**src/rtl/percent_reversal_trend_tracker_core_assert.svh**
```systemverilog
// ---------------------------------------------------------------------------
// Assertion macros for the percent reversal trend tracker.
// Each macro expands to a clocked concurrent assertion that is gated by the
// active-low reset. In synthesis builds each macro expands to nothing.
// ---------------------------------------------------------------------------
`ifndef PERCENT_REVERSAL_TREND_TRACKER_CORE_ASSERT_SVH
`define PERCENT_REVERSAL_TREND_TRACKER_CORE_ASSERT_SVH

`ifndef SYNTHESIS

// Same-cycle implication: whenever ante holds, cons holds too.
`define PRT_ASSERT_SAME(label, clk, rst_n, ante, cons) \
  label: assert property (@(posedge clk) disable iff (!rst_n) (ante) |-> (cons)) \
    else $error("assertion failed: same-cycle implication");

// Next-cycle implication: whenever ante holds, cons holds in the next cycle.
`define PRT_ASSERT_NEXT(label, clk, rst_n, ante, cons) \
  label: assert property (@(posedge clk) disable iff (!rst_n) (ante) |=> (cons)) \
    else $error("assertion failed: next-cycle implication");

`else

`define PRT_ASSERT_SAME(label, clk, rst_n, ante, cons)
`define PRT_ASSERT_NEXT(label, clk, rst_n, ante, cons)

`endif

`endif

```
**src/rtl/prt_pkg.sv**
```systemverilog
// ---------------------------------------------------------------------------
// prt_pkg
// Shared types and constants of the percent reversal trend tracker.
// ---------------------------------------------------------------------------
package prt_pkg;

  // Width of the sample fields on the input channel.
  localparam int unsigned INPUT_BITS       = 32;
  // Default width at which samples are tracked.
  localparam int unsigned SAMPLE_BITS_DEF  = 32;
  // Threshold registers: unsigned Q8.8 percent.
  localparam int unsigned THRESH_BITS      = 16;
  localparam logic [THRESH_BITS-1:0] THRESH_RESET = 16'd256;
  // Percent scale: 100 percent times the Q8.8 fraction scale of 256.
  localparam int unsigned PCT_SCALE        = 25600;
  // Depth of the queue between the front and the back.
  localparam int unsigned QUEUE_DEPTH      = 2;

  // Configuration register indexes.
  localparam int unsigned CFG_IDX_BITS     = 2;
  typedef enum logic [CFG_IDX_BITS-1:0] {
    CFG_FIRST_THRESHOLD  = 2'd0,
    CFG_SECOND_THRESHOLD = 2'd1,
    CFG_CLOSER_THRESHOLD = 2'd2
  } cfg_idx_t;

  // Tracker direction codes.
  typedef enum logic [1:0] {
    DIR_NONE = 2'd0,
    DIR_UP   = 2'd1,
    DIR_DOWN = 2'd2
  } dir_t;

  // Handshake between the queue and the back end.
  typedef struct packed {
    logic valid;   // queue holds an item
    logic pop;     // back end consumes the head item this cycle
  } queue_ctl_t;

endpackage

```
**src/rtl/prt_tracker.sv**
```systemverilog
// ---------------------------------------------------------------------------
// prt_tracker
// One zigzag tracker: running extremes, last extreme and direction, updated
// on each step with an exact cross-multiplied percent test.
// ---------------------------------------------------------------------------
module prt_tracker
  import prt_pkg::*;
#(
  parameter int unsigned SAMPLE_BITS = SAMPLE_BITS_DEF
) (
  input  logic                   clk,
  input  logic                   rst_n,
  input  logic                   step,
  input  logic [SAMPLE_BITS-1:0] sample,
  input  logic [THRESH_BITS-1:0] threshold,
  output dir_t                   dir,
  output dir_t                   dir_nxt
);

  localparam int unsigned PROD_BITS = SAMPLE_BITS + 16;

  dir_t                   dir_r;
  logic [SAMPLE_BITS-1:0] high_r, high_nxt;
  logic [SAMPLE_BITS-1:0] low_r, low_nxt;
  logic                   high_last_r, high_last_nxt;
  logic [SAMPLE_BITS-1:0] hi_upd, lo_upd;
  logic                   hl_upd;
  logic [SAMPLE_BITS-1:0] excess, base;
  logic                   excess_ok;
  logic [PROD_BITS-1:0]   lhs, rhs;
  logic                   over;
  dir_t                   dir_calc;

  // Fold the sample into the running extremes first.
  always_comb begin
    hi_upd = high_r;
    lo_upd = low_r;
    hl_upd = high_last_r;
    if (sample > high_r) begin
      hi_upd = sample;
      hl_upd = 1'b1;
    end
    if (sample < low_r) begin
      lo_upd = sample;
      hl_upd = 1'b0;
    end
  end

  // One excess/base pair per direction feeds a single shared compare.
  always_comb begin
    unique case (dir_r)
      DIR_NONE: begin
        excess_ok = (hi_upd > lo_upd);
        excess    = hi_upd - lo_upd;
        base      = hl_upd ? lo_upd : hi_upd;
      end
      DIR_UP: begin
        excess_ok = (sample < hi_upd);
        excess    = hi_upd - sample;
        base      = hi_upd;
      end
      default: begin
        excess_ok = (sample > lo_upd);
        excess    = sample - lo_upd;
        base      = lo_upd;
      end
    endcase
  end

  assign lhs  = PROD_BITS'(excess) * PROD_BITS'(PCT_SCALE);
  assign rhs  = PROD_BITS'(threshold) * PROD_BITS'(base);
  assign over = excess_ok && (lhs > rhs);

  always_comb begin
    dir_calc      = dir_r;
    high_nxt      = hi_upd;
    low_nxt       = lo_upd;
    high_last_nxt = hl_upd;
    unique case (dir_r)
      DIR_NONE: begin
        if (over) begin
          dir_calc = hl_upd ? DIR_UP : DIR_DOWN;
        end
      end
      DIR_UP: begin
        if (over) begin
          dir_calc = DIR_DOWN;
          low_nxt  = sample;
        end
      end
      default: begin
        if (over) begin
          dir_calc = DIR_UP;
          high_nxt = sample;
        end
      end
    endcase
  end

  assign dir     = dir_r;
  assign dir_nxt = dir_calc;

  always_ff @(posedge clk) begin
    if (!rst_n) begin
      dir_r       <= DIR_NONE;
      high_r      <= '0;
      low_r       <= '1;
      high_last_r <= 1'b0;
    end else if (step) begin
      dir_r       <= dir_calc;
      high_r      <= high_nxt;
      low_r       <= low_nxt;
      high_last_r <= high_last_nxt;
    end
  end

endmodule
```
**config.mk**
```make
export PLATFORM = sky130hd
export DESIGN_NAME = prt_tracker
export DESIGN_NICKNAME = d
export VERILOG_FILES = /design/src/rtl/percent_reversal_trend_tracker_core_assert.svh /design/src/rtl/prt_pkg.sv /design/src/rtl/prt_tracker.sv
export SDC_FILE = /design/constraint.sdc
export NUM_CORES = 2
export LEC_CHECK = 0
export CAP_MARGIN = 20
export CELL_PAD_IN_SITES_DETAIL_PLACEMENT = 1
export CELL_PAD_IN_SITES_GLOBAL_PLACEMENT = 1
export CORE_MARGIN = 4
export CORE_UTILIZATION = 56
export CTS_BUF_LIST = sky130_fd_sc_hd__clkbuf_4 sky130_fd_sc_hd__clkbuf_8 sky130_fd_sc_hd__clkbuf_16
export CTS_CLUSTER_SIZE = 8
export DETAILED_ROUTE_END_ITERATION = 16
export DONT_BUFFER_PORTS = 1
export PLACE_DENSITY_LB_ADDON = 0.1
export SLEW_MARGIN = 5
export SYNTH_ARGS = -nofsm -noshare
export SYNTH_HDL_FRONTEND = slang
export SYNTH_SLANG_ARGS = --single-unit
```
**constraint.sdc**
```tcl
create_clock -name clk -period 49 [get_ports clk]
set_clock_uncertainty 0.1 [all_clocks]
set_input_delay 9.8 -clock clk [delete_from_list [all_inputs] [get_ports clk]]
set_output_delay 9.8 -clock clk [all_outputs]
set_load 0.01 [all_outputs]
```
After elaboration in Yosys (flattened, before gate mapping)

Cells that the tools add are included.

Input bits: 51
Register bits: 67
Output and inout port bits: 4

Mux-type cells: 17
Equality and inequality tests: 1
Magnitude comparators: 6
Reduce and logical (&&, ||, !) cells: 3
Add/sub/neg operators: 3
$mul: 2

Operators with widths:

| kind                                                                 | number |
|---|---|
| 32-bit 2-to-1 mux                                                    | 7 |
| 32-bit one-hot mux with 2 select lines                               | 2 |
| 32-bit > comparator                                                  | 3 |
| 32-bit subtractor                                                    | 3 |
| 32-bit less-than comparator                                          | 2 |
| 47-bit by 48-bit > comparator with 1-bit output                      | 1 |
| 16-bit by 32-bit multiplier with 48-bit output                       | 1 |
| 32-bit by 5-bit multiplier with 37-bit output, second input constant | 1 |
| 2-bit 2-to-1 mux                                                     | 4 |
| 2-bit one-hot mux with 2 select lines                                | 1 |
| 2-bit by 1-bit == test with 1-bit output, second input constant      | 1 |
| 2-bit logical NOT                                                    | 1 |
| 1-bit 2-to-1 mux                                                     | 2 |
| 1-bit one-hot mux with 2 select lines                                | 1 |
| 2-bit OR reduction                                                   | 1 |
| 1-bit logical AND                                                    | 1 |

Longest topological paths before layout

Word-level depth: 10
Gate-level depth with buffers: 49
Depth with buffers taken out: 46

Worst setup path after synthesis

OpenSTA, ideal clock, no wires.

Kind: input port to output port
Start: in sample[9]
End: out dir_nxt[1]
Path slack: 19.632 ns
Stages on the path: 45
Buffers on the path: 4
Data arrival time: 19.468 ns
Cells stage by stage: ha_1 > a21oi_1 > nor2_1 > a2111oi_1 > o21ai_1 > o211a_2 > o311ai_4 > buf_4 > buf_4 > mux2i_1 > buf_2 > nand2_1 > fa_1 > inv_1 > fa_1 > inv_1 > fa_1 > inv_1 > [9 not listed] > a221oi_1 > o31ai_1 > a21oi_2 > o21ai_0 > a21o_1 > a21o_1 > a21oi_1 > xor2_1 > ha_1 > and4_1 > nand4_1 > nor3_1 > o211ai_1 > nand4b_1 > o31a_1 > nand2_1 > nor2_1 > mux2_2

Cells in the longest elaborated chain, start to end: 10
Elaborated cells between the ends (all ways): 25
Classes of those cells: add/sub (3); mul (2); order compare (6); mux (13); reduce/logical (1)

RTL lines:

| element                                                                                                 | line              | text |
|---|---|---|
| start: declaration                                                                                      | prt_tracker.sv:14 | `input logic [SAMPLE_BITS-1:0] sample,` |
| parallel branches: the longest is 9 deep, another holds 47-bit by 48-bit > comparator with 1-bit output | --                |  |
| 2-bit one-hot mux with 2 select lines (*)                                                               | prt_tracker.sv:79 | `unique case (dir_r)` |
| end: declaration                                                                                        | prt_tracker.sv:17 | `output dir_t dir_nxt` |

Mark *: on every way between the ends.

Final worst setup path

Start: in sample[25]
End: out dir_nxt[1]

Same word-level chain as after synthesis.

==> out/results.txt <==
In this design, the critical path's most frequently occurring cell is sky130_fd_sc_hd__ha_1. The worst hold path cell count works out to 2. The number of antenna violations at the first check in global routing was 1; the biggest fanout along the worst timing path was 63. Measured in cells, the most critical reg-to-reg path has a length of 42. The worst hold path belongs to the class flop to flop.

For the total of cells resized after clock tree synthesis, the log shows 0. The final sum of negative setup slack was 0 ns. The cell with the biggest individual delay on the critical path was sky130_fd_sc_hd__o31ai_1. The run gives 0.04400 as the sequential share of the synthesized area. The number of storage elements in the synthesis netlist was 67. The number of hold-slack violations in the final timing report is 0, and the synthesized area per cell is 8.091 µm². The tools report the buffer levels on the longest clock path as 2. The number of vias per cell after detailed routing came out at 6.134. The data arrival time at the worst-slack endpoint was 21.53 ns.

The mapped netlist covers 30490 µm². The part of the cycle the worst path needs was 0.6414. The count of max-cap constraint violations was 0. The congestion estimate from routability-driven global placement came to 0.9519.

The first global-routing pass estimated 160300 µm of wire. The number of placed instances, taps included, is 4356. When the netlist entered floorplanning its net count stood at 4683. On the worst path, the slowest cell contributes a delay of 0.87 ns. The die covers 58240 µm². The required arrival time at the worst endpoint is 39.10 ns. End of the worst hold path: high_r[19]$_SDFFE_PN0P_.

Timing analysis after detailed placement gives a worst setup slack of 17.79 ns. For this run, the top clock speed supported by timing is 31.82 MHz. After the last flow step, the layout net total stands at 4587. The register clock-pin slew on the reported worst setup and hold paths came out at 0.06 ns.

The initialized floorplan defines 85 standard-cell rows. Detailed routing inserted a total of 26820 vias. The count of hold-fix buffers inserted at cts is 0. The tools report the capturing point of the worst reg2reg path as low_r[29]$_SDFFE_PN1P_. The final number of max-transition violations was 0; the post-route non-filler standard cell count was 4373.

The cell sitting at the root of the clock tree is a sky130_fd_sc_hd__clkbuf_16. Pin placement for this block handled 55 I/O pins. Share of the synthesized area in the top cell type: 0.2942.

Setup repair after global routing left no endpoint under its margin. For the overall routing resource usage, the log shows 0.3458. For the normalized max-slew margin, the log shows 0.2731.

Of all cell types, the one taking the most synthesized area is sky130_fd_sc_hd__fa_1. The clock drives 67 sinks. The routed design has 99960 µm of wire. Startpoint of the tightest hold check path: high_r[19]$_SDFFE_PN0P_. In the routed design, unresolved DRC markers number 0. Setup slack on the worst reg-to-reg path comes out at 36.25 ns. The effective utilization at floorplan was 0.5665. The worst setup path is of the input pin to output port kind.

The post-synthesis async set-or-reset flop share was 0. Counting flops with a built-in enable in the synthesized netlist gives 0. Among all flip-flop cells after synthesis, the most frequent one is sky130_fd_sc_hd__dfxtp_1. The proportion of layout cells with a drive suffix above 1 is 0.02529.

In this run the critical register-to-register path is launched from high_r[29]$_SDFFE_PN0P_. The detailed router finished its first iteration with 1613 violations. The run gives 5 as the first-pass iteration count of the detailed router. The count of synthesis-stage warnings from yosys is 0, and the number of antenna repair diodes is 0.

For the pin with the worst max-slew slack, the measured transition is 1.090 ns. The flow ran to the end, and the final reports show no timing, DRC or antenna violations. In the synthesized netlist, the number of instances is 3768. The global-route congestion overflow total is 0, and the relative area change from synthesis to final layout is 3.094%. In this run the standard cell core region covers 53810 µm². TritonCTS built the clock tree. The final critical-path required period came out at 31.43 ns. STA classifies the critical path startpoint as an input pin. The final HPWL from detailed placement is 82900 µm.

The logs give 90 for the number of unique standard cell types used by synthesis and 17.57 ns for the final critical-path setup slack. Entering global routing, the biggest net connects 100 pins. The number of global-route vias before repair was 30370. The run gives 0.35 ns as the latest clock arrival within the worst-skew pair. STA classifies the critical path endpoint as an output port. In this run the number of H-tree levels came out at 3. Count of buffers added by post-CTS timing repair for setup: 0. Die width: 241.3 µm. By area the synthesized netlist is led by sky130_fd_sc_hd__fa_1 29%, sky130_fd_sc_hd__ha_1 17%, sky130_fd_sc_hd__inv_1 7.8%, sky130_fd_sc_hd__nand2_1 6.1%, sky130_fd_sc_hd__dfxtp_1 4.4%. In this run the remaining antenna-violating nets after routing total 0. The CTS buffer count is 9, and the number of I/O port buffers is 0.

Setup violations remaining at the end of the flow were counted as 0. The die outline height came out at 241.3 µm. The per-cell routed wire length came out at 22.86 µm.
-- per-layer routing --
| layer | vias to the layer above | share of wire | track usage |
|---|---|---|---|
| met5 | - | 0 | 0 |
| met4 | 0 | 0.038 | 0.1207 |
| met3 | 248 | 0.037 | 0.02778 |
| met2 | 696 | 0.51 | 0.6343 |
| met1 | 13740 | 0.41 | 0.4295 |
| li1 | 12140 | - | - |
-- metrics by stage --
step	utilization	hold WS, ns	cell area, µm²
finish	0.5841	0.3867	31430
global route	0.5841	0.4178	31430
CTS	0.5835	0.3906	31400
detailed placement	0.5765	0.3772	31020
global placement	0.5765	0.3649	31020
floorplan	-	0.3482	30490
-- synthesized netlist by cell type (all sizes together), types with 4 or more instances --
master    n
xor2     57
a21o    106
or3      13
a21boi    5
inv     637
a221oi    6
buf      52
a221o     8
a31oi    19
and2    187
ha      416
a211o     5
nand4    43
o21bai   24
and4      7
mux2i    74
o31ai    12
nor2    175
and3     21
o211ai   17
fa      448
nand2b   33
o311ai   36
o21ai   108
a211oi   30
nor4      6
dfxtp    67
nand3    87
a22oi     4
nor2b    20
nor3b     4
nand2   499
a31o      5
clkbuf   97
or2       4
xnor2    84
o21a     10
nor3     18
a21oi   265
o22ai     5
-- critical path: cells and delay by family --
kind,cells,cell delay (ns)
adders and majority gates,7,2.57
buffers and inverters,4,0.86
muxes,1,0.40
xor gates and xnor gates,2,0.19
AOI/OAI and AO/OA,17,5.62
and+or+nand+nor,11,2.07
-- cells in the final DEF (no fill, tap or decap), types with 5 or more instances in the layout --
| master | Yosys | routed |
|---|---|---|
| sky130_fd_sc_hd__and4_1 | 7 | 7 |
| sky130_fd_sc_hd__o31ai_1 | 10 | 10 |
| sky130_fd_sc_hd__fa_1 | 448 | 448 |
| sky130_fd_sc_hd__inv_1 | 636 | 636 |
| sky130_fd_sc_hd__o21bai_1 | 24 | 24 |
| sky130_fd_sc_hd__dfxtp_1 | 67 | 66 |
| sky130_fd_sc_hd__o21a_1 | 10 | 10 |
| sky130_fd_sc_hd__nor4_1 | 6 | 6 |
| sky130_fd_sc_hd__nand2b_1 | 33 | 33 |
| sky130_fd_sc_hd__o211ai_1 | 17 | 17 |
| sky130_fd_sc_hd__clkbuf_16 | 0 | 9 |
| sky130_fd_sc_hd__and3_1 | 21 | 21 |
| sky130_fd_sc_hd__a21boi_0 | 5 | 5 |
| sky130_fd_sc_hd__a221o_1 | 8 | 8 |
| sky130_fd_sc_hd__ha_1 | 416 | 416 |
| sky130_fd_sc_hd__nor2b_1 | 20 | 20 |
| sky130_fd_sc_hd__xnor2_1 | 84 | 84 |
| sky130_fd_sc_hd__mux2i_1 | 74 | 74 |
| sky130_fd_sc_hd__o21ai_1 | 7 | 7 |
| sky130_fd_sc_hd__a21oi_1 | 262 | 262 |
| sky130_fd_sc_hd__nor2_1 | 172 | 172 |
| sky130_fd_sc_hd__nand2_1 | 499 | 499 |
| sky130_fd_sc_hd__a31o_2 | 5 | 5 |
| sky130_fd_sc_hd__a21o_1 | 106 | 106 |
| sky130_fd_sc_hd__o21ai_0 | 100 | 100 |
| sky130_fd_sc_hd__a221oi_1 | 6 | 6 |
| sky130_fd_sc_hd__a211oi_1 | 28 | 28 |
| sky130_fd_sc_hd__nand4_1 | 43 | 43 |
| sky130_fd_sc_hd__xor2_1 | 57 | 57 |
| sky130_fd_sc_hd__nor3_1 | 18 | 18 |
| sky130_fd_sc_hd__and2_1 | 186 | 186 |
| sky130_fd_sc_hd__or3_1 | 13 | 13 |
| sky130_fd_sc_hd__a31oi_1 | 18 | 18 |
| sky130_fd_sc_hd__buf_4 | 3 | 41 |
| sky130_fd_sc_hd__nand3_1 | 87 | 87 |
| sky130_fd_sc_hd__o311ai_1 | 31 | 31 |
| sky130_fd_sc_hd__a211o_1 | 5 | 5 |
-- state kept, by name, summed over array words and instances (netlist names) --
| signal | count |
|---|---|
| low_r | 32 |
| high_last_r | 1 |
| high_r | 32 |
| dir | 2 |
-- kinds of logic (layout without fill, tap and decap cells) --
logic type / Yosys count / in the layout / share of synthesized area
adder cells (fa/ha/maj): 864 / 864 / 0.4649
XOR/XNOR: 141 / 141 / 0.04051
flip-flops: 67 / 67 / 0.04400
buffers and inverters: 787 / 696 / 0.1003
AO/OA/AOI/OAI: 707 / 707 / 0.1519
AND/OR/NAND/NOR: 1127 / 1127 / 0.1737
multiplexers: 75 / 75 / 0.02467
-- cell type report --
class,count,area [µm²]
Clock buffer,12,260.3
Sequential cell,67,1343
Multi-Input combinational cell,2914,26110
Inverter,638,2395
Timing Repair Buffer,42,335.3
Tap cell,696,870.8
Clock inverter,4,120.1
Fill cell,6610,22380
-- worst max path at each step --
stage                           from         end  slack (ns)  cells past startpoint
after floorplan            sample[9]  dir_nxt[1]       19.63                     45
after global placement    sample[25]  dir_nxt[1]       18.13                     40
after detailed placement  sample[25]  dir_nxt[1]       17.79                     40
after CTS                 sample[25]  dir_nxt[1]       17.73                     40
after global routing      sample[25]  dir_nxt[1]       17.08                     42
final                     sample[25]  dir_nxt[1]       17.57                     42
Power is not shown: default switching activity piles up to over one toggle a cycle in this logic, so the estimate is an artifact.
