===== config.mk =====
export PLATFORM = sky130hd
export DESIGN_NAME = prt_queue_flat
export DESIGN_NICKNAME = d
export VERILOG_FILES = /design/src/rtl/percent_reversal_trend_tracker_core_assert.svh /design/src/rtl/prt_pkg.sv /design/src/rtl/prt_in_if.sv /design/src/rtl/prt_queue.sv /design/src/flat_wrapper.sv
export SDC_FILE = /design/constraint.sdc
export NUM_CORES = 1
export LEC_CHECK = 0
export BUFFER_PORTS_ARGS = -buffer_cell sky130_fd_sc_hd__buf_4
export CORE_MARGIN = 5
export CORE_UTILIZATION = 30
export DETAILED_ROUTE_END_ITERATION = 10
export SYNTH_ARGS = -nofsm -noshare
export SYNTH_HDL_FRONTEND = slang
export SYNTH_SLANG_ARGS = --single-unit

===== constraint.sdc =====
create_clock -name clk -period 3 [get_ports clk]
set_clock_uncertainty 0.15 [all_clocks]
set_input_delay 0.45 -clock clk [delete_from_list [all_inputs] [get_ports clk]]
set_output_delay 0.45 -clock clk [all_outputs]
set_load 0.01 [all_outputs]

===== src/rtl/percent_reversal_trend_tracker_core_assert.svh =====
// ---------------------------------------------------------------------------
// Assertion macros for the percent reversal trend tracker.
// Each macro expands to a clocked concurrent assertion that is gated by the
// active-low reset. In synthesis builds each macro expands to nothing.
// ---------------------------------------------------------------------------
`ifndef PERCENT_REVERSAL_TREND_TRACKER_CORE_ASSERT_SVH
`define PERCENT_REVERSAL_TREND_TRACKER_CORE_ASSERT_SVH

`ifndef SYNTHESIS

// Same-cycle implication: whenever ante holds, cons holds too.
`define PRT_ASSERT_SAME(label, clk, rst_n, ante, cons) \
  label: assert property (@(posedge clk) disable iff (!rst_n) (ante) |-> (cons)) \
    else $error("assertion failed: same-cycle implication");

// Next-cycle implication: whenever ante holds, cons holds in the next cycle.
`define PRT_ASSERT_NEXT(label, clk, rst_n, ante, cons) \
  label: assert property (@(posedge clk) disable iff (!rst_n) (ante) |=> (cons)) \
    else $error("assertion failed: next-cycle implication");

`else

`define PRT_ASSERT_SAME(label, clk, rst_n, ante, cons)
`define PRT_ASSERT_NEXT(label, clk, rst_n, ante, cons)

`endif

`endif


===== src/rtl/prt_pkg.sv =====
// ---------------------------------------------------------------------------
// prt_pkg
// Shared types and constants of the percent reversal trend tracker.
// ---------------------------------------------------------------------------
package prt_pkg;

  // Width of the sample fields on the input channel.
  localparam int unsigned INPUT_BITS       = 32;
  // Default width at which samples are tracked.
  localparam int unsigned SAMPLE_BITS_DEF  = 32;
  // Threshold registers: unsigned Q8.8 percent.
  localparam int unsigned THRESH_BITS      = 16;
  localparam logic [THRESH_BITS-1:0] THRESH_RESET = 16'd256;
  // Percent scale: 100 percent times the Q8.8 fraction scale of 256.
  localparam int unsigned PCT_SCALE        = 25600;
  // Depth of the queue between the front and the back.
  localparam int unsigned QUEUE_DEPTH      = 2;

  // Configuration register indexes.
  localparam int unsigned CFG_IDX_BITS     = 2;
  typedef enum logic [CFG_IDX_BITS-1:0] {
    CFG_FIRST_THRESHOLD  = 2'd0,
    CFG_SECOND_THRESHOLD = 2'd1,
    CFG_CLOSER_THRESHOLD = 2'd2
  } cfg_idx_t;

  // Tracker direction codes.
  typedef enum logic [1:0] {
    DIR_NONE = 2'd0,
    DIR_UP   = 2'd1,
    DIR_DOWN = 2'd2
  } dir_t;

  // Handshake between the queue and the back end.
  typedef struct packed {
    logic valid;   // queue holds an item
    logic pop;     // back end consumes the head item this cycle
  } queue_ctl_t;

endpackage


===== src/rtl/prt_in_if.sv =====
// ---------------------------------------------------------------------------
// prt_in_if
// Input channel: two moving-average samples per item.
// ---------------------------------------------------------------------------
interface prt_in_if
  import prt_pkg::*;
();

  logic                  valid;
  logic                  ready;
  logic [INPUT_BITS-1:0] first_average;
  logic [INPUT_BITS-1:0] second_average;

  modport source (output valid, output first_average, output second_average,
                  input ready);
  modport sink   (input valid, input first_average, input second_average,
                  output ready);
endinterface


===== src/rtl/prt_queue.sv =====
// ---------------------------------------------------------------------------
// prt_queue
// Front end: accepts input items, cuts or zero-extends samples to the tracked width and
// holds them in a short queue for the tracker back end.
// ---------------------------------------------------------------------------
module prt_queue
  import prt_pkg::*;
#(
  parameter int unsigned SAMPLE_BITS = SAMPLE_BITS_DEF
) (
  input  logic                   clk,
  input  logic                   rst_n,
  prt_in_if.sink                 in_ch,
  input  queue_ctl_t             ctl_in,
  output logic                   head_valid,
  output logic [SAMPLE_BITS-1:0] head_first,
  output logic [SAMPLE_BITS-1:0] head_second
);

  localparam int unsigned PTR_BITS = (QUEUE_DEPTH > 1) ? $clog2(QUEUE_DEPTH) : 1;
  localparam int unsigned CNT_BITS = $clog2(QUEUE_DEPTH + 1);

  logic [SAMPLE_BITS-1:0] first_mem  [QUEUE_DEPTH];
  logic [SAMPLE_BITS-1:0] second_mem [QUEUE_DEPTH];
  logic [PTR_BITS-1:0]    wr_ptr_r, wr_ptr_nxt;
  logic [PTR_BITS-1:0]    rd_ptr_r, rd_ptr_nxt;
  logic [CNT_BITS-1:0]    count_r, count_nxt;
  logic [SAMPLE_BITS-1:0] first_cut, second_cut;
  logic                   push;

  // Input bits above the tracked width are dropped; a wider tracked width
  // zero-extends the field.
  if (SAMPLE_BITS >= INPUT_BITS) begin : g_widen
    assign first_cut  = SAMPLE_BITS'(in_ch.first_average);
    assign second_cut = SAMPLE_BITS'(in_ch.second_average);
  end else begin : g_cut
    assign first_cut  = in_ch.first_average[SAMPLE_BITS-1:0];
    assign second_cut = in_ch.second_average[SAMPLE_BITS-1:0];
  end

  assign in_ch.ready = (count_r != CNT_BITS'(QUEUE_DEPTH));
  assign push        = in_ch.valid && in_ch.ready;
  assign head_valid  = (count_r != '0);
  assign head_first  = first_mem[rd_ptr_r];
  assign head_second = second_mem[rd_ptr_r];

  always_comb begin
    wr_ptr_nxt = wr_ptr_r;
    rd_ptr_nxt = rd_ptr_r;
    count_nxt  = count_r;
    if (push) begin
      wr_ptr_nxt = (wr_ptr_r == PTR_BITS'(QUEUE_DEPTH - 1)) ? '0 : wr_ptr_r + 1'b1;
    end
    if (ctl_in.pop) begin
      rd_ptr_nxt = (rd_ptr_r == PTR_BITS'(QUEUE_DEPTH - 1)) ? '0 : rd_ptr_r + 1'b1;
    end
    if (push && !ctl_in.pop) begin
      count_nxt = count_r + 1'b1;
    end else if (!push && ctl_in.pop) begin
      count_nxt = count_r - 1'b1;
    end
  end

  always_ff @(posedge clk) begin
    if (!rst_n) begin
      wr_ptr_r <= '0;
      rd_ptr_r <= '0;
      count_r  <= '0;
    end else begin
      wr_ptr_r <= wr_ptr_nxt;
      rd_ptr_r <= rd_ptr_nxt;
      count_r  <= count_nxt;
    end
  end

  always_ff @(posedge clk) begin
    if (push) begin
      first_mem[wr_ptr_r]  <= first_cut;
      second_mem[wr_ptr_r] <= second_cut;
    end
  end

endmodule


===== src/flat_wrapper.sv =====
// flat-port wrapper written by rule: the top's interface ports become plain ports
module prt_queue_flat import prt_pkg::*;
#(
  parameter int unsigned SAMPLE_BITS = SAMPLE_BITS_DEF
)
  (clk, rst_n, ctl_in, head_valid, head_first, head_second, in_ch_valid, in_ch_first_average, in_ch_second_average, in_ch_ready);
  prt_in_if in_ch_i ();
  input  logic clk;
  input  logic rst_n;
  input  queue_ctl_t ctl_in;
  output logic head_valid;
  output logic [SAMPLE_BITS-1:0] head_first;
  output logic [SAMPLE_BITS-1:0] head_second;
  input wire logic [$bits(in_ch_i.valid)-1:0] in_ch_valid;
  input wire logic [$bits(in_ch_i.first_average)-1:0] in_ch_first_average;
  input wire logic [$bits(in_ch_i.second_average)-1:0] in_ch_second_average;
  output wire logic [$bits(in_ch_i.ready)-1:0] in_ch_ready;
  assign in_ch_i.valid = in_ch_valid;
  assign in_ch_i.first_average = in_ch_first_average;
  assign in_ch_i.second_average = in_ch_second_average;
  assign in_ch_ready = in_ch_i.ready;
  prt_queue #(.SAMPLE_BITS(SAMPLE_BITS)) u_core (.clk(clk), .rst_n(rst_n), .in_ch(in_ch_i), .ctl_in(ctl_in), .head_valid(head_valid), .head_first(head_first), .head_second(head_second));
endmodule

== Word-level counts from Yosys, hierarchy flattened ==
Memory sizes are Yosys's and may differ from the RTL's. A register that Yosys moved wholly into a read port is not among the register bits.
Cells that the tools add are included.

* Add/subtract/negate cells: 4
* Mux-type cells: 10
* Reduce and logical (&&, ||, !) cells: 7
* Equality and inequality tests: 1

{| class="wikitable"
|+ Operator list
! cell !! count
|-
| 1-bit 2-to-1 mux || 8
|-
| 2-bit 2-to-1 mux || 2
|-
| 2-bit nonzero test || 2
|-
| 1-bit logical AND || 3
|-
| 1-bit adder (second input constant) || 2
|-
| 2-bit by 1-bit adder with 2-bit output (second input constant) || 1
|-
| 1-bit zero test || 2
|-
| 2-bit inequality test (second input constant) || 1
|-
| 2-bit by 1-bit subtractor with 2-bit output (second input constant) || 1
|}

* Output and inout port bits: 66
* Bits in writable memories: 128
* Memories: 2
* Register bits after elaboration: 4
* Bits of input ports: 69
* Word-level logic and storage cells: 27

{| class="wikitable"
|+ Memory list
! name !! depth !! width !! rd ports !! clocked after memory_dff !! wr ports !! line !! source
|-
| u_core.first_mem || 2 || 32 || 1 || 1 || 1 || prt_queue.sv:23 || <nowiki>logic [SAMPLE_BITS-1:0] first_mem [QUEUE_DEPTH];</nowiki>
|-
| u_core.second_mem || 2 || 32 || 1 || 1 || 1 || prt_queue.sv:24 || <nowiki>logic [SAMPLE_BITS-1:0] second_mem [QUEUE_DEPTH];</nowiki>
|}

== Logic depth before layout (Yosys ltp) ==
Gate-level depths: netlist of the first run.

* Depth after elaboration: 6
* Gate-level depth with buffers: 6
* Depth with buffers taken out: 6

== Worst setup path after synthesis of the first run ==
Ideal clock, no wire load.

* Path kind: reg-to-reg
* Start point: register u_core.count_r[0]
* End point: memory u_core.first_mem[1][0] (netlist name) (enable)
* Stages on the path, launching flop included: 3
* Arrival time: 2.103 ns
* Data required time: 2.421 ns
* Path buffers: 0
* Setup time: 0.429 ns
* Clock period less this slack: 2.682 ns
* Setup slack: 0.318 ns
* Path through: dfxtp_1 nand2b_4 and3_1

* Cells in the longest elaborated chain, start to end: 4

{| class="wikitable"
|+ RTL lines
! item !! line !! source
|-
| from (decl) || prt_queue.sv:27 || <nowiki>logic [CNT_BITS-1:0] count_r, count_nxt;</nowiki>
|-
| from (signal assigned) || prt_queue.sv:72 || <nowiki>count_r <= count_nxt;</nowiki>
|-
| 2-bit inequality test || prt_queue.sv:41 || <nowiki>assign in_ch.ready = (count_r != CNT_BITS'(QUEUE_DEPTH));</nowiki>
|-
| named net in_ch_ready || flat_wrapper.sv:17 || <nowiki>output wire logic [$bits(in_ch_i.ready)-1:0] in_ch_ready;</nowiki>
|-
| 1-bit logical AND || prt_queue.sv:42 || <nowiki>assign push = in_ch.valid && in_ch.ready;</nowiki>
|-
| 1-bit 2-to-1 mux || prt_queue.sv:77 || <nowiki>if (push) begin</nowiki>
|-
| 1-bit 2-to-1 mux (not written as such) || prt_queue.sv:78 || <nowiki>first_mem[wr_ptr_r] <= first_cut;</nowiki>
|-
| to (decl) || prt_queue.sv:23 ||
|}

The timed path passes the listed nets, and every way through them passes these cells.

==> impl_metrics.ini, run 1 <==
[cts]
cts_tree = done
cts_buffers = 17
clkTransAtPathRegs_ns = 0.05
htree_levels = 4
post-cts-setup-buffer-count = 0
clk_path_buf_depth = 2
root_buffer = clkbuf_16
cts_hold_buf = 0
insertion_delay_ns = 0.40
clkSinkCount = 133
cts.repair.resized = 0

[timing]
setup_tns_ns = 0
slew_headroom = 0.6694
slew_viol_final = 0
fin_crit_ns = 2.451
setup_ws_ns = 0.5487
setup_violations = 0
rsz0062_at_grt = false
finalCritPeriodShare = 0.8171
hold_viol = 0
fmax_ghz = 0.4080
worst_pin_slew_ns = 0.4960

[final_layout]
diodes = 0
final_core_util = 0.4223
drive_above_1_share = 0.6042
layout.nets = 441
layout-area-overhead-vs-synth_pct = 37.94
fin_cells = 600
final_common_cell = buf_4
fillers = 1476
layout_common_cells = buf_4, edfxtp_1, mux2_2

[global_routing]
grt_pass1_vias = 2725
use_met3 = 0.04931
antenna_found_initial = 0
gr-max-usage-layer = met2
grtUsageTotal = 0.1010
met1_usage = 0.1112
use_met2 = 0.1697
grt-ovfl-total = 0
grt_max_degree = 65
grt_first_pass_wirelength_mm = 14.06

[detailed_routing]
drt_first_pass_iters = 4
via_per_inst = 4.187
num_vias = 2512
ant_nets = 0
wl_mm = 9.335
drc = 0
wl_per_cell_um = 15.56
drt_iter0_drc = 104

[critical_path]
worstSetupEndpointType = output port
r2r_end = u_core.second_mem[1][18]$_DFFE_PP_
crit_chain = buf_12 -> mux2_2 -> buf_4
crit_fanout = 34
r2r_cells = 3
crit_arrival_ns = 1.85
timing.rr.start = u_core.count_r[0]$_SDFFE_PN0P_
slowest_stage = dfxtp_4
r2r_setup_slack_ns = 1.14
start_kind = flip-flop
required_ns = 2.40
max_stage_delay_ns = 0.64
critical_path_class = reg -> out

[logic_synthesis]
yosys_warnings = 0
syn_nets = 293
syn_avg_cell_area_um2 = 21.89
ys_ff_latch = 133
ys_types = 19
synthCells = 223
ys_seq_area_frac = 0.8080
syn_area_mm2 = 0.004881

[die]
die_x_um = 137.6
dieArea_mm2 = 0.01892
die_height_um = 137.6
rows = 46
initial_core_util = 0.3062
fp.coreArea_mm2 = 0.01594
pin_count = 135

[min_path]
hold_depth = 1
min_to = u_core.first_mem[1][7]$_DFFE_PP_
min_path_type = in -> reg
hp-start = in_ch_first_average[7]

[place]
dp_slack_ns = 0.8972
place_inst = 568
gp_congestion = 0.6493
port_buffers = 133
dp_hpwl_mm = 6.080

[power]
vdd_drop_max_uv = 351.9
cellLeakagePower_uw = 0.002495
power_density_mw_per_mm2 = 749.1
power_uw = 5043

[run_status]
status = finished clean

[flow_run]
maxCapViolations = 0
==> registers in the layout (all words and copies together), names as in the netlist, named ones only <==
name               flops
u_core.rd_ptr_r        1
u_core.second_mem     64
u_core.wr_ptr_r        1
u_core.first_mem      64
u_core.count_r         2
==> critical path: cells and delay by family (launching register included) <==
family | cells | cell delay (ns)
mux | 1 | 0.36
flops | 1 | 0.64
buf+inv | 2 | 0.43
==> how the worst max path moves through the flow <==
| stage | start | end | cells after the start |
|---|---|---|---|
| 2_1_floorplan | u_core.count_r[0]$_SDFFE_PN0P_ | u_core.first_mem[1][0]$_DFFE_PP_ | 2 |
| 3_3_place_gp | flip-flop | head_second[28] | 3 |
| 3_5_place_dp | flip-flop | head_second[28] | 3 |
| 4_1_cts | flip-flop | head_second[28] | 3 |
| 5_1_grt | flip-flop | head_first[0] | 3 |
| 6_report | flip-flop | head_second[28] | 3 |
==> report_power, final <==
part	total, uW	internal, uW	switching [uW]	leakage (uW)
logic	704	380	324	0.000974
clock network	2030	1330	693	0.000285
registers	2310	2250	59.3	0.00124
==> cell families (layout without fill, tap and decap cells) <==
family,after synthesis,in the layout,share of synthesized area
compound gates,4,4,0.006153
xor+xnor,3,3,0.005384
fa+ha+maj,1,1,0.002563
buf+inv,9,170,0.01692
flops,133,133,0.8080
mux,64,64,0.1477
simple gates,9,9,0.01333
==> stage by stage <==
stage	instance area, um2	hold slack (ns)
floorplan	4881	0.3501
global route	6733	0.04668
detailed placement	6143	0.3888
CTS	6733	0.05293
finish	6733	0.08083
global placement	6143	0.3716
==> synthesized netlist by cell type, drive strengths merged <==
| cell type | instances | area share |
|---|---|---|
| ha | 1 | 0.0026 |
| and2 | 4 | 0.0051 |
| xnor2 | 1 | 0.0018 |
| and3 | 1 | 0.0013 |
| edfxtp | 128 | 0.79 |
| o21ai | 1 | 0.0010 |
| a21bo | 1 | 0.0021 |
| mux2 | 64 | 0.15 |
| xor2 | 2 | 0.0036 |
| or2 | 1 | 0.0013 |
| nand2b | 1 | 0.0028 |
| a21boi | 2 | 0.0031 |
| or3 | 1 | 0.0013 |
| nand3b | 1 | 0.0015 |
| inv | 2 | 0.0015 |
| dfxtp | 5 | 0.021 |
| buf | 7 | 0.015 |
==> per-layer routing <==
layer | vias up | wire length, um
met5 | - | 0
met4 | 0 | 105
met3 | 7 | 730
met2 | 84 | 4854
met1 | 1246 | 3645
li1 | 1175 | -
==> cell type report <==
| type | instances | area, um2 | share of cell area |
|---|---|---|---|
| clock buffer | 28 | 516.7 | 0.07675 |
| clock inverter | 4 | 72.57 | 0.01078 |
| inverter | 2 | 7.507 | 0.001115 |
| multi-input combinational | 81 | 859.6 | 0.1277 |
| sequential | 133 | 3948 | 0.5863 |
| tap | 216 | 270.3 | 0.04014 |
| timing repair buffer | 136 | 1059 | 0.1572 |
Power figures use the tool's default switching activity.
==> run 2, diff against run 1 <==
==> constraint.sdc (replaced) <==
create_clock -name clk -period 2.4 [get_ports clk]
set_clock_uncertainty 0.15 [all_clocks]
set_input_delay 0.36 -clock clk [delete_from_list [all_inputs] [get_ports clk]]
set_output_delay 0.36 -clock clk [all_outputs]
set_load 0.01 [all_outputs]
==> impl_metrics.ini, run 2 (synthesized netlist as in run 1, its figures left out) <==
[die]
die_height_um = 137.6
rows = 46
pin_count = 135
die_x_um = 137.6
initial_core_util = 0.3062
dieArea_mm2 = 0.01892
fp.coreArea_mm2 = 0.01594

[global_routing]
grt_first_pass_wirelength_mm = 14.97
antenna_found_initial = 0
grt_max_degree = 65
gr-max-usage-layer = met2
use_met3 = 0.04748
met1_usage = 0.1121
grt-ovfl-total = 0
grt_pass1_vias = 3013
use_met2 = 0.1841
grtUsageTotal = 0.1052

[detailed_routing]
drt_iter0_drc = 89
via_per_inst = 4.116
drc = 0
wl_per_cell_um = 14.56
num_vias = 2741
drt_first_pass_iters = 4
wl_mm = 9.699
ant_nets = 0

[power]
cellLeakagePower_uw = 0.002733
power_density_mw_per_mm2 = 838.7
vdd_drop_max_uv = 438.5

[cts]
cts_hold_buf = 64
clk_path_buf_depth = 2
post-cts-setup-buffer-count = 0
clkTransAtPathRegs_ns = 0.05
htree_levels = 4
cts_tree = done
cts_buffers = 17
root_buffer = clkbuf_16
insertion_delay_ns = 0.40
cts.repair.resized = 0
clkSinkCount = 133

[final_layout]
layout.nets = 507
diodes = 0
reg_top3 = u_core.first_mem (64), u_core.second_mem (64), u_core.count_r (2)
final_common_cell = buf_4
drive_above_1_share = 0.5133
fillers = 1398
fin_cells = 666
layout-area-overhead-vs-synth_pct = 49.65
layout_common_cells = buf_4, edfxtp_1, mux2_2, dlygate4sd3_1, clkbuf_16

[critical_path]
r2r_cells = 4
worstSetupEndpointType = output port
critical_path_class = reg -> out
crit_arrival_ns = 1.64
start_kind = flip-flop
required_ns = 1.89
crit_fanout = 64

[timing]
worst_pin_slew_ns = 0.4865
hold_viol = 0
setup_violations = 0
fmax_ghz = 0.4659
rsz0062_at_grt = false
slew_headroom = 0.6757
slew_viol_final = 0
finalCritPeriodShare = 0.8944
fin_crit_ns = 2.147
setup_tns_ns = 0
timing.hold.ws_ns = 0.04439

[place]
gp_congestion = 0.6692
port_buffers = 133
place_inst = 570

[min_path]
min_path_type = in -> reg
hold_depth = 2

[flow_run]
maxCapViolations = 0

[run_status]
status = finished clean
## run 2: path summary, 6_finish.rpt
kind	slack, ns	end	startpoint
worst max-delay path	0.25	head_second[6]	flip-flop
worst min-delay path	0.04	u_core.rd_ptr_r$_SDFFE_PN0P_	rst_n
worst max register to register	0.63	u_core.second_mem[0][7]$_DFFE_PP_	u_core.count_r[0]$_SDFFE_PN0P_
worst min register to register	0.38	u_core.count_r[1]$_SDFFE_PN0P_	u_core.count_r[1]$_SDFFE_PN0P_
## run 2: per-layer routing
metal,wire length [um],vias up,part of all wire
li1,-,1306,-
met1,3706,1345,0.38
met4,112,0,0.012
met5,0,-,0
met3,708,10,0.073
met2,5172,80,0.53
## run 2: layout make-up
class                           instances  area (um2)  share of cell area
Clock buffer                           25       455.4             0.06235
Timing Repair Buffer                  202        1702              0.2330
Inverter                                2       11.26            0.001542
Tap cell                              216       270.3             0.03700
Clock inverter                          7       58.81            0.008051
Multi-Input combinational cell         81       859.6              0.1177
Sequential cell                       133        3948              0.5404
## run 2: power breakdown
group          internal, uW  switching (uW)
logic                   541             444
clock network          1410             862
registers              2820            53.9
## run 2: per-stage QoR
stage / power (uW) / cell area [um2] / setup slack [ns] / utilization
after floorplan: 3374 / 4886 / 0.2925 / -
after global placement: 3817 / 6150 / 0.6701 / 0.3857
after detailed placement: 3842 / 6150 / 0.5938 / 0.3857
after CTS: 6232 / 7305 / 0.2149 / 0.4582
after global routing: 6416 / 7305 / 0.1872 / 0.4582
final: 6126 / 7305 / 0.2535 / 0.4582
## run 2: worst max-delay path, stage by stage (launching register included)
cell     delay [ns]
dfxtp_4        0.34
buf_12         0.32
mux2_2         0.40
buf_4          0.15
==> run 3, diff against run 2 <==
--- a/config.mk
+++ b/config.mk
@@ -5,9 +5,11 @@
 export SDC_FILE = /design/constraint.sdc
 export NUM_CORES = 1
 export LEC_CHECK = 0
+export ABC_AREA = 1
 export BUFFER_PORTS_ARGS = -buffer_cell sky130_fd_sc_hd__buf_4
 export CORE_MARGIN = 5
 export CORE_UTILIZATION = 30
+export CTS_CLUSTER_SIZE = 20
 export DETAILED_ROUTE_END_ITERATION = 10
 export SYNTH_ARGS = -nofsm -noshare
 export SYNTH_HDL_FRONTEND = slang
==> impl_metrics.ini, run 3 <==
[logic_synthesis]
syn_avg_cell_area_um2 = 21.93
synth_compound_gate_area_share = 0.002913
ys_seq_area_frac = 0.7652
ys_ff_latch = 133
ys_types = 14
synthTopCellsByArea = edfxtp_1, mux2_4, buf_12
synth_xor_area_frac = 0
muxShareOfSynthArea = 0.1835
synth_top_family_by_area = multiplexers
yosys-top-cells-count = edfxtp_1, mux2_4, nand2_1
syn_nets = 305
synth_area_leader_cell = edfxtp_1
yosys_warnings = 0
synth.most_common_cell = edfxtp_1
synth-async-reset-ratio = 0
yosys.area_share.simple = 0.01457
synth_edf_count = 128
synthAdderAreaFrac = 0.002428
ys.flop_type = edfxtp_1
yosys.area.top_type_share = 0.7458
syn_area_mm2 = 0.005154
synthCells = 235

[min_path]
hp-start = ctl_in[0]
hold_depth = 3
min_path_type = in -> reg

[final_layout]
drive_above_1_share = 0.5108
reg_top3 = u_core.first_mem (64), u_core.second_mem (64), u_core.count_r (2)
layout-area-overhead-vs-synth_pct = 48.34
final_common_cell = buf_4
diodes = 0
layout_common_cells = buf_4, edfxtp_1, dlygate4sd3_1
layout.nets = 522

[die]
fp.coreArea_mm2 = 0.01706
die_x_um = 141.1
die_height_um = 141.1
dieArea_mm2 = 0.01990
pin_count = 135
rows = 48
initial_core_util = 0.3022

[timing]
setup_ws_ns = 0.09790
rsz0062_at_grt = false
worst_pin_slew_ns = 0.3872
fin_crit_ns = 2.302
slew_headroom = 0.7419
fmax_ghz = 0.4344
slew_viol_final = 0
finalCritPeriodShare = 0.9592
hold_viol = 0
setup_violations = 0

[power]
vdd_drop_max_uv = 414.4
seqPwrFrac = 0.451
power_density_mw_per_mm2 = 819.5
power.internal_uw = 4905
switching_share = 0.2170
cellLeakagePower_uw = 0.003041
power_uw = 6265
switchingPower_uw = 1360
power.share.clock = 0.407
pwr-share-comb = 0.143

[critical_path]
worstSetupEndpointType = output port
r2r_setup_slack_ns = 0.70
r2r_cells = 10
crit_fanout = 19
crit_arrival_ns = 1.79
start_kind = flip-flop
timing.rr.start = u_core.count_r[0]$_SDFFE_PN0P_
critical_path_class = reg -> out
required_ns = 1.89
r2r_end = u_core.count_r[1]$_SDFFE_PN0P_

[cts]
insertion_delay_ns = 0.41
cts.repair.resized = 0
htree_levels = 4
root_buffer = clkbuf_16
clk_path_buf_depth = 2
clkSinkCount = 133
clkTransAtPathRegs_ns = 0.05
cts_buffers = 17
cts_tree = done
post-cts-setup-buffer-count = 0

[run_status]
status = finished clean

[detailed_routing]
ant_nets = 0
wl_per_cell_um = 14.22
num_vias = 2778
route.met3.wl_um = 595
dr.max_layer_used = met4
drc = 0
drt_iter0_drc = 85
met2WireLength_mm = 5.125
wl_mm = 9.795
met1_length_mm = 4.018
via_per_inst = 4.032
drt_first_pass_iters = 4

[flow_run]
maxCapViolations = 0

[place]
port_buffers = 133
gp_congestion = 0.7509
dp_hpwl_mm = 6.309
dp_slack_ns = 0.4849

[global_routing]
antenna_found_initial = 0
grtUsageTotal = 0.1003
grt_max_degree = 50
grt_pass1_vias = 3077
grt_first_pass_wirelength_mm = 15.28
grt-ovfl-total = 0
## run 3: changes by cell type after synthesis, sizes merged, moves of 2 or more
| cell | before | now |
|---|---|---|
| nand2 | 0 | 9 |
| nor2 | 0 | 8 |
| inv | 2 | 8 |
| and2 | 4 | 0 |
| a21boi | 2 | 0 |
| xor2 | 2 | 0 |
## run 3: kinds of logic after synthesis
logic type,Yosys count
adder cells (fa/ha/maj),1
buffers and inverters,15
AND/OR/NAND/NOR,19
AO/OA/AOI/OAI,3
flip-flops,133
multiplexers,64
## run 3: worst max-delay path, cell delays in order, from the launching register on
cell,delay (ns)
dfxtp_4,0.59
buf_4,0.32
mux2_4,0.32
buf_4,0.15
## run 3: stage by stage
step / util / hold slack (ns) / setup TNS [ns] / cells / area [um2]
2_1_floorplan: - / 0.3089 / -59.85 / 235 / 5159
3_3_place_gp: 0.3763 / 0.3240 / 0 / 594 / 6419
3_5_place_dp: 0.3763 / 0.3476 / 0 / 594 / 6419
4_1_cts: 0.4482 / 0.03219 / 0 / 689 / 7645
5_1_grt: 0.4482 / 0.05010 / 0 / 689 / 7645
6_report: 0.4482 / 0.05350 / 0 / 689 / 7645
## run 3: area by class of cell
| type | count | area, um2 |
|---|---|---|
| timing repair buffer | 205 | 1737 |
| multi-input combinational | 87 | 1064 |
| tap | 225 | 281.5 |
| inverter | 8 | 30.03 |
| sequential | 133 | 3948 |
| fill | 1544 | 9412 |
| clock inverter | 14 | 160.2 |
| clock buffer | 17 | 425.4 |
## run 3: worst max path at each step
stage,startpoint,end,slack (ns)
global route,flip-flop,head_second[7],0.02
CTS,flip-flop,head_first[31],0.04
finish,flip-flop,head_first[31],0.1
detailed placement,flip-flop,head_first[31],0.48
floorplan,u_core.count_r[0]$_SDFFE_PN0P_,u_core.first_mem[0][0]$_DFFE_PP_,-0.47
global placement,flip-flop,head_first[31],0.49
## run 3: power groups by stage
stage               combinational [uW]  clock, uW  sequential (uW)
floorplan                          461          0             2860
global placement                   825          0             2860
detailed placement                 832          0             2870
CTS                                919       2630             2830
global route                       964       2760             2840
finish                             894       2550             2820
## run 3: repair_timing
item | CTS | global route
endpoints found under the setup margin | 0 | 0
hold endpoints to repair | 128 | 0
hold buffers | 64 | 0
## run 3: per-layer routing
| metal | GRT usage | up-vias |
|---|---|---|
| met1 | 0.1086 | 1347 |
| met4 | 0.03978 | 0 |
| met3 | 0.03867 | 4 |
| met5 | 0 | - |
| li1 | - | 1347 |
| met2 | 0.1761 | 80 |
